$ cat src/hdl/mi4c_pkg.sv
// ----------------------------------------------------------------------------
// mi4c_pkg
// shared types, widths and index helpers for the 4x4 adjugate inverter
// ----------------------------------------------------------------------------
package mi4c_pkg;

    localparam int ELEM_W    = 32;                // element width, signed fixed point
    localparam int FRAC_BITS = 16;                // fraction bits of an element
    localparam int SCALE_SH  = 2 * FRAC_BITS;     // numerator scale 2^(2*frac)
    localparam int CW        = 98;                // cofactor accumulator, signed
    localparam int DW        = 131;               // determinant accumulator, signed
    localparam int NW        = CW + SCALE_SH;     // scaled numerator magnitude
    localparam int DENW      = DW + SCALE_SH;     // shifted divisor
    localparam int MA_W      = 34;                // multiplier operand a, signed
    localparam int MP_W      = MA_W + ELEM_W;     // multiplier product, signed

    localparam logic [ELEM_W-1:0] ELEM_MAX = {1'b0, {(ELEM_W-1){1'b1}}};
    localparam logic [ELEM_W-1:0] ELEM_MIN = {1'b1, {(ELEM_W-1){1'b0}}};

    // datapath operations
    typedef enum logic [4:0] {
        ST_NONE,
        ST_CLR_DET,
        ST_CLR_COF,
        ST_T0, ST_T1, ST_T2, ST_T3, ST_T4, ST_T5,
        ST_D0, ST_D1, ST_D2, ST_D3, ST_D4, ST_D5,
        ST_DET_FIN,
        ST_DV_INIT,
        ST_DV_CHK,
        ST_DV_IT,
        ST_OUT_DIV,
        ST_OUT_ECHO
    } t_step;

    typedef struct packed {
        t_step       step;
        logic        wr;
        logic [3:0]  addr;
        logic        neg;
        logic [1:0]  row;
        logic [1:0]  col;
        logic        last;
    } t_cmd;

    typedef struct packed {
        logic det_zero;
        logic out_free;
    } t_stat;

    // i-th index of {0..3} with x removed
    function automatic logic [1:0] f_other(input logic [1:0] x, input logic [1:0] i);
        return (i < x) ? i : i + 2'd1;
    endfunction

    // column pick of factor i for permutation p of a 3x3 minor
    function automatic logic [1:0] f_perm(input logic [2:0] p, input logic [1:0] i);
        logic [5:0] v;
        begin
            unique case (p)
                3'd0:    v = {2'd2, 2'd1, 2'd0};
                3'd1:    v = {2'd0, 2'd2, 2'd1};
                3'd2:    v = {2'd1, 2'd0, 2'd2};
                3'd3:    v = {2'd1, 2'd2, 2'd0};
                3'd4:    v = {2'd0, 2'd1, 2'd2};
                3'd5:    v = {2'd2, 2'd0, 2'd1};
                default: v = '0;
            endcase
            unique case (i)
                2'd0:    return v[1:0];
                2'd1:    return v[3:2];
                default: return v[5:4];
            endcase
        end
    endfunction

    // odd permutations
    function automatic logic f_perm_neg(input logic [2:0] p);
        return (p >= 3'd3);
    endfunction

endpackage

$ cat src/hdl/mi4c_ctrl.sv
// ----------------------------------------------------------------------------
// mi4c_ctrl
// sequencer: load, cofactor terms, determinant, singular echo, divisions and result issue
// ----------------------------------------------------------------------------
module mi4c_ctrl (
    input  logic            i_clk,
    input  logic            i_rst_n,
    input  logic            i_s_tvalid,
    output logic            o_s_tready,
    input  mi4c_pkg::t_stat i_stat,
    output mi4c_pkg::t_cmd  o_cmd
);

    typedef enum logic [8:0] {
        S_LOAD     = 9'b000000001,
        S_COF_CLR  = 9'b000000010,
        S_TERM     = 9'b000000100,
        S_DET      = 9'b000001000,
        S_DET_FIN  = 9'b000010000,
        S_DIV      = 9'b000100000,
        S_OUT      = 9'b001000000,
        S_ECHO     = 9'b010000000,
        S_ECHO_OUT = 9'b100000000
    } t_state;

    t_state      r_state, n_state;
    logic [3:0]  r_load_cnt, n_load_cnt;
    logic [3:0]  r_k, n_k;
    logic        r_ph2, n_ph2;
    logic [2:0]  r_perm, n_perm;
    logic [2:0]  r_step, n_step;
    logic [4:0]  r_bit, n_bit;

    logic [1:0]  cof_r, cof_c, idx, a_row, a_col;

    always_comb begin
        cof_r = r_ph2 ? r_k[1:0] : 2'd0;
        cof_c = r_ph2 ? r_k[3:2] : r_k[1:0];
        idx   = r_step[1:0];
        a_row = mi4c_pkg::f_other(cof_r, idx);
        a_col = mi4c_pkg::f_other(cof_c, mi4c_pkg::f_perm(r_perm, idx));
    end

    always_comb begin
        n_state    = r_state;
        n_load_cnt = r_load_cnt;
        n_k        = r_k;
        n_ph2      = r_ph2;
        n_perm     = r_perm;
        n_step     = r_step;
        n_bit      = r_bit;
        o_s_tready = 1'b0;
        o_cmd      = '0;
        o_cmd.step = mi4c_pkg::ST_NONE;
        o_cmd.row  = r_k[3:2];
        o_cmd.col  = r_k[1:0];
        o_cmd.last = (r_k == 4'd15);
        unique case (r_state)
            S_LOAD: begin
                o_s_tready = 1'b1;
                o_cmd.addr = r_load_cnt;
                if (i_s_tvalid) begin
                    o_cmd.wr   = 1'b1;
                    n_load_cnt = r_load_cnt + 4'd1;
                    if (r_load_cnt == 4'd15) begin
                        o_cmd.step = mi4c_pkg::ST_CLR_DET;
                        n_k        = '0;
                        n_ph2      = 1'b0;
                        n_state    = S_COF_CLR;
                    end
                end
            end
            S_COF_CLR: begin
                o_cmd.step = mi4c_pkg::ST_CLR_COF;
                n_perm     = '0;
                n_step     = '0;
                n_state    = S_TERM;
            end
            S_TERM: begin
                o_cmd.addr = {a_row, a_col};
                o_cmd.neg  = mi4c_pkg::f_perm_neg(r_perm) ^ cof_r[0] ^ cof_c[0];
                unique case (r_step)
                    3'd0:    o_cmd.step = mi4c_pkg::ST_T0;
                    3'd1:    o_cmd.step = mi4c_pkg::ST_T1;
                    3'd2:    o_cmd.step = mi4c_pkg::ST_T2;
                    3'd3:    o_cmd.step = mi4c_pkg::ST_T3;
                    3'd4:    o_cmd.step = mi4c_pkg::ST_T4;
                    default: o_cmd.step = mi4c_pkg::ST_T5;
                endcase
                n_step = r_step + 3'd1;
                if (r_step == 3'd5) begin
                    n_step = '0;
                    if (r_perm == 3'd5) begin
                        n_state = r_ph2 ? S_DIV : S_DET;
                    end else begin
                        n_perm = r_perm + 3'd1;
                    end
                end
            end
            S_DET: begin
                o_cmd.addr = {2'd0, r_k[1:0]};
                unique case (r_step)
                    3'd0:    o_cmd.step = mi4c_pkg::ST_D0;
                    3'd1:    o_cmd.step = mi4c_pkg::ST_D1;
                    3'd2:    o_cmd.step = mi4c_pkg::ST_D2;
                    3'd3:    o_cmd.step = mi4c_pkg::ST_D3;
                    3'd4:    o_cmd.step = mi4c_pkg::ST_D4;
                    default: o_cmd.step = mi4c_pkg::ST_D5;
                endcase
                n_step = r_step + 3'd1;
                if (r_step == 3'd5) begin
                    n_step = '0;
                    if (r_k == 4'd3) begin
                        n_state = S_DET_FIN;
                    end else begin
                        n_k     = r_k + 4'd1;
                        n_state = S_COF_CLR;
                    end
                end
            end
            S_DET_FIN: begin
                o_cmd.step = mi4c_pkg::ST_DET_FIN;
                n_k        = '0;
                if (i_stat.det_zero) begin
                    n_state = S_ECHO;
                end else begin
                    n_ph2   = 1'b1;
                    n_state = S_COF_CLR;
                end
            end
            S_DIV: begin
                if (r_step == 3'd0) begin
                    o_cmd.step = mi4c_pkg::ST_DV_INIT;
                    n_step     = 3'd1;
                end else if (r_step == 3'd1) begin
                    o_cmd.step = mi4c_pkg::ST_DV_CHK;
                    n_step     = 3'd2;
                    n_bit      = '0;
                end else begin
                    o_cmd.step = mi4c_pkg::ST_DV_IT;
                    n_bit      = r_bit + 5'd1;
                    if (r_bit == 5'd31) begin
                        n_step  = '0;
                        n_state = S_OUT;
                    end
                end
            end
            S_OUT: begin
                if (i_stat.out_free) begin
                    o_cmd.step = mi4c_pkg::ST_OUT_DIV;
                    if (r_k == 4'd15) begin
                        n_state = S_LOAD;
                    end else begin
                        n_k     = r_k + 4'd1;
                        n_state = S_COF_CLR;
                    end
                end
            end
            S_ECHO: begin
                o_cmd.addr = r_k;
                n_state    = S_ECHO_OUT;
            end
            S_ECHO_OUT: begin
                o_cmd.addr = r_k;
                if (i_stat.out_free) begin
                    o_cmd.step = mi4c_pkg::ST_OUT_ECHO;
                    if (r_k == 4'd15) begin
                        n_state = S_LOAD;
                    end else begin
                        n_k     = r_k + 4'd1;
                        n_state = S_ECHO;
                    end
                end
            end
            default: n_state = S_LOAD;
        endcase
    end

    always_ff @(posedge i_clk) begin
        if (!i_rst_n) begin
            r_state    <= S_LOAD;
            r_load_cnt <= '0;
            r_k        <= '0;
            r_ph2      <= 1'b0;
            r_perm     <= '0;
            r_step     <= '0;
            r_bit      <= '0;
        end else begin
            r_state    <= n_state;
            r_load_cnt <= n_load_cnt;
            r_k        <= n_k;
            r_ph2      <= n_ph2;
            r_perm     <= n_perm;
            r_step     <= n_step;
            r_bit      <= n_bit;
        end
    end

endmodule

$ cat config.mk
export PLATFORM = sky130hd
export DESIGN_NAME = mi4c_ctrl
export DESIGN_NICKNAME = d
export VERILOG_FILES = /design/src/hdl/mi4c_pkg.sv /design/src/hdl/mi4c_ctrl.sv
export SDC_FILE = /design/constraint.sdc
export NUM_CORES = 1
export LEC_CHECK = 0
export BUFFER_PORTS_ARGS = -buffer_cell sky130_fd_sc_hd__clkbuf_2
export CELL_PAD_IN_SITES_DETAIL_PLACEMENT = 0
export CELL_PAD_IN_SITES_GLOBAL_PLACEMENT = 2
export CORE_AREA = 2 2 84 86
export DETAILED_ROUTE_END_ITERATION = 7
export DIE_AREA = 0 0 86 88
export GPL_TIMING_DRIVEN = 1
export HOLD_SLACK_MARGIN = 0.06
export MAX_ROUTING_LAYER = met4
export PLACE_DENSITY_LB_ADDON = 0.25
export SLEW_MARGIN = 0
export SYNTH_ARGS = -nofsm -noshare
export SYNTH_HDL_FRONTEND = slang
export SYNTH_SLANG_ARGS = --single-unit
$ cat constraint.sdc
create_clock -name i_clk -period 3.1 [get_ports i_clk]
set_input_delay 0.155 -clock i_clk [delete_from_list [all_inputs] [get_ports i_clk]]
set_output_delay 0.155 -clock i_clk [all_outputs]
set_load 0.02 [all_outputs]
==> run summary <==
Class of the worst hold path - primary input to flop
Wire length of the first global-routing pass - 11300 um
Setup Total Neg Slack - 0 ns
CTS tree - built
Vertical die dimension - 88 um
Routed via count - 2266
Cells traversed along the worst timing path - inv_1 -> ha_1 -> nor2_2 -> a221oi_1 -> a31oi_1 -> ha_1 -> nor2_1 -> a21oi_1 -> a31o_2 -> o211ai_1 -> clkbuf_2
Mean routed wirelength per cell - 17.56 um
Detailed placer's ending HPWL - 5128 um
Port buffer count - 21
Dominant delay contributor by cell family on the critical path - compound AO/OA/AOI/OAI gates
Die X - 86 um
Unrepaired setup endpoints after global routing - false
Starting Density - 34.52%
Insertion delay to the later sink of the worst-skew pair - 0.30 ns
Number of standard cells in the final layout excluding fillers - 393
Cell count along the critical path - 11
Share of layout cells above drive strength 1 - 15.97%
Root Buffer - clkbuf_8
Worst clock skew - 0.007691 ns
Terminating pin of the worst hold path - r_load_cnt[2]
Sequential share of the synthesized area - 25.31%
Slew @ Worst Pin - 0.7404 ns
Critical path arrival - 2.67 ns
Number of clock sinks seen by CTS - 29
Number of standard cells after synthesis - 294
Share of the cycle needed by the critical path after routing - 91.08%
Biggest area consumer among synthesized cells - dfxtp_1
Total congestion overflow - 0
Antenna violations before repair - 0
Dominant synthesized flop cell - dfxtp_1
Total of flip-flops plus latches after synthesis - 29
Launch point of the worst reg-to-reg path - r_step[0]
Vias/cell - 5.766
Cell depth of the worst min-delay path - 4
Footprint of the multi-input gates - 1583 um2
Element type at the critical path end - primary output
Violation count after the first detailed-routing iteration - 139
Leakage Power - 0.9937 nW
M2 GR Usage - 30.16%
Worst reg2reg path depth - 8
Cell at the slowest stage of the critical path - dfxtp_1
Global placer's final weighted congestion - 0.9020
End of the worst register-to-register path - r_state[3]
Vias in the first global route - 2123
Largest net degree at the start of global routing - 21
Largest fanout on the critical path - 9
Most used routing layer in global routing - met2
Post-Route Utilization - 39.13%
Overall fraction of global-route tracks in use - 19.81%
Area Growth Syn to Fin - 13.37%
Nets - 332
Number of unique standard cell types used by synthesis - 66
Dominant cell type by count on the critical path - ha_1
Area of the mapped netlist - 2293 um2
Synthesized net count - 314
H-tree depth reported by CTS - 2
Clock buffer depth - 2
Final WL - 6903 um
Final slew viol count - 0
Max VDD drop - 0.0002337 V
Maximum frequency from static timing analysis - 354.2 MHz
Filler Cell Count - 726
GRT met3 Usage - 4.430%
Placeable core region - 6644 um2
Synth area leaders - dfxtp_1, ha_1, a21oi_1
Status - complete, no violations
Crit start category - flop
Stage delay of the slowest cell on the critical path - 0.44 ns
Final hold vios - 0
Cell types with the highest counts after synthesis - dfxtp_1, a21oi_1, nand2_1, nor2_1, o21ai_0
Clock slew at reported path FFs - 0.07 ns
Post-synth top area share - 25.31%
Proportion of synthesized flip-flops having asynchronous set or reset - 0%
Hold buffer count at cts - 0
Number of buffer and inverter instances along the worst setup path - 2
Area of the die - 7568 um2
Setup Viol. Count Final - 0
Top-level I/O count - 22
Number of buffers created by CTS - 5
Number of synthesized flops with an enable pin - 0
Required time of the worst setup path - 2.94 ns
Setup slack of the most critical reg-to-reg path - 0.62 ns
Global-route track usage on met1 - 26.98%
Router iterations before antenna repair - 4
Max-cap violations - 0
Leading cell type by number of instances after synthesis - dfxtp_1
Post-Syn Area per Cell - 7.801 um2
Remaining number of nets flagged by the antenna check after routing - 0
Max_slew headroom - 50.58%
Row count - 30
Pwr Density - 448.4 nW/um2
Count of antenna diodes in the layout - 0
Category of the most critical setup path - flop to primary output
Post-placement cell count - 384
Origin of the worst min-delay path - i_s_tvalid
Register Area - 580.6 um2
Fin crit period - 2.823 ns
Number of warnings printed during yosys synthesis - 0
DRC viols - 0
==> timing repair <==
action                     CTS  global route
gates resized for setup      0             1
setup endpoints to repair    0             2
setup buffers                0             1
==> power breakdown <==
group	switching (W)	internal (W)
sequential	0.0000281	0.000389
combinational	0.000174	0.0000834
clock	0.000172	0.000319
==> how the worst max path moves through the flow <==
| stage | from | endpoint | slack, ns |
|---|---|---|---|
| after global placement | r_step[1] | o_cmd[6] | 0.57 |
| after global routing | r_step[1] | o_cmd[6] | 0.05 |
| after detailed placement | r_step[1] | o_cmd[6] | 0.47 |
| after floorplan | r_step[0] | o_cmd[7] | 0.49 |
| final | r_step[1] | o_cmd[6] | 0.28 |
| after CTS | r_step[1] | o_cmd[6] | 0.14 |
==> registers in the layout, summed over array words and instances (netlist names) <==
register    cells
r_state         9
r_bit           5
r_k             4
r_load_cnt      4
r_perm          3
r_step          3
r_ph2           1
==> cell usage in the layout, fill, tap and decap left out, types with 4 or more instances in the layout <==
master and n:
nor3b_1 4, o21ai_0 19, a21oi_1 25, clkbuf_2 21, a22oi_1 7, and3_1 4
dfxtp_1 29, clkbuf_8 5, nor3_1 6, nand3_1 13, xnor2_1 6, nor2b_1 5
or3_1 5, nand2_1 21, inv_1 13, xor2_1 6, and2_1 5, buf_4 6
nor2_1 20, ha_1 15, nand4_1 8
==> layout make-up <==
type                    count  area share (%)
clock buffers               5           2.647
multi-input cells         235           60.88
well taps                  80           3.850
inverters                  14           2.021
repair buffers             27           5.775
flip-flops and latches     29           22.33
clock inverters             3           2.502
==> layer usage <==
metal,part of all wire [%],routed length (um),up-vias
met2,44,3050,43
met5,0,0,-
met1,51,3516,1083
met4,0.99,68,0
met3,3.9,268,6
li1,-,-,1134
==> worst register-to-register path, stage by stage (launching register included) <==
cell and delay (ns):
dfxtp_1 0.38, inv_1 0.13, ha_1 0.29, buf_4 0.19, o21ba_2 0.24, o2111ai_1 0.24
nand3_1 0.30, or4_1 0.49, a21oi_1 0.15
==> cells by family (layout without fill, tap and decap cells) <==
| group | count (synthesis) | after routing | synth area share [%] |
|---|---|---|---|
| compound gates | 85 | 85 | 23.95 |
| xor+xnor | 12 | 12 | 4.583 |
| fa+ha+maj | 15 | 15 | 8.183 |
| buf+inv | 30 | 49 | 5.783 |
| flops | 29 | 29 | 25.31 |
| mux | 2 | 2 | 0.8729 |
| simple gates | 121 | 121 | 31.32 |
==> metrics by stage <==
stage / setup slack, ns / hold slack (ns) / cell area [um2] / power (W)
after floorplan: 0.4886 / 0.3777 / 2293 / 0.0005975
after global placement: 0.5738 / 0.4930 / 2456 / 0.0006841
after detailed placement: 0.4657 / 0.5005 / 2456 / 0.0006804
after CTS: 0.1396 / 0.2341 / 2590 / 0.001172
after global routing: 0.04940 / 0.2665 / 2600 / 0.001228
final: 0.2765 / 0.2316 / 2600 / 0.001166
Note: power is estimated with default switching activity, not from simulation.
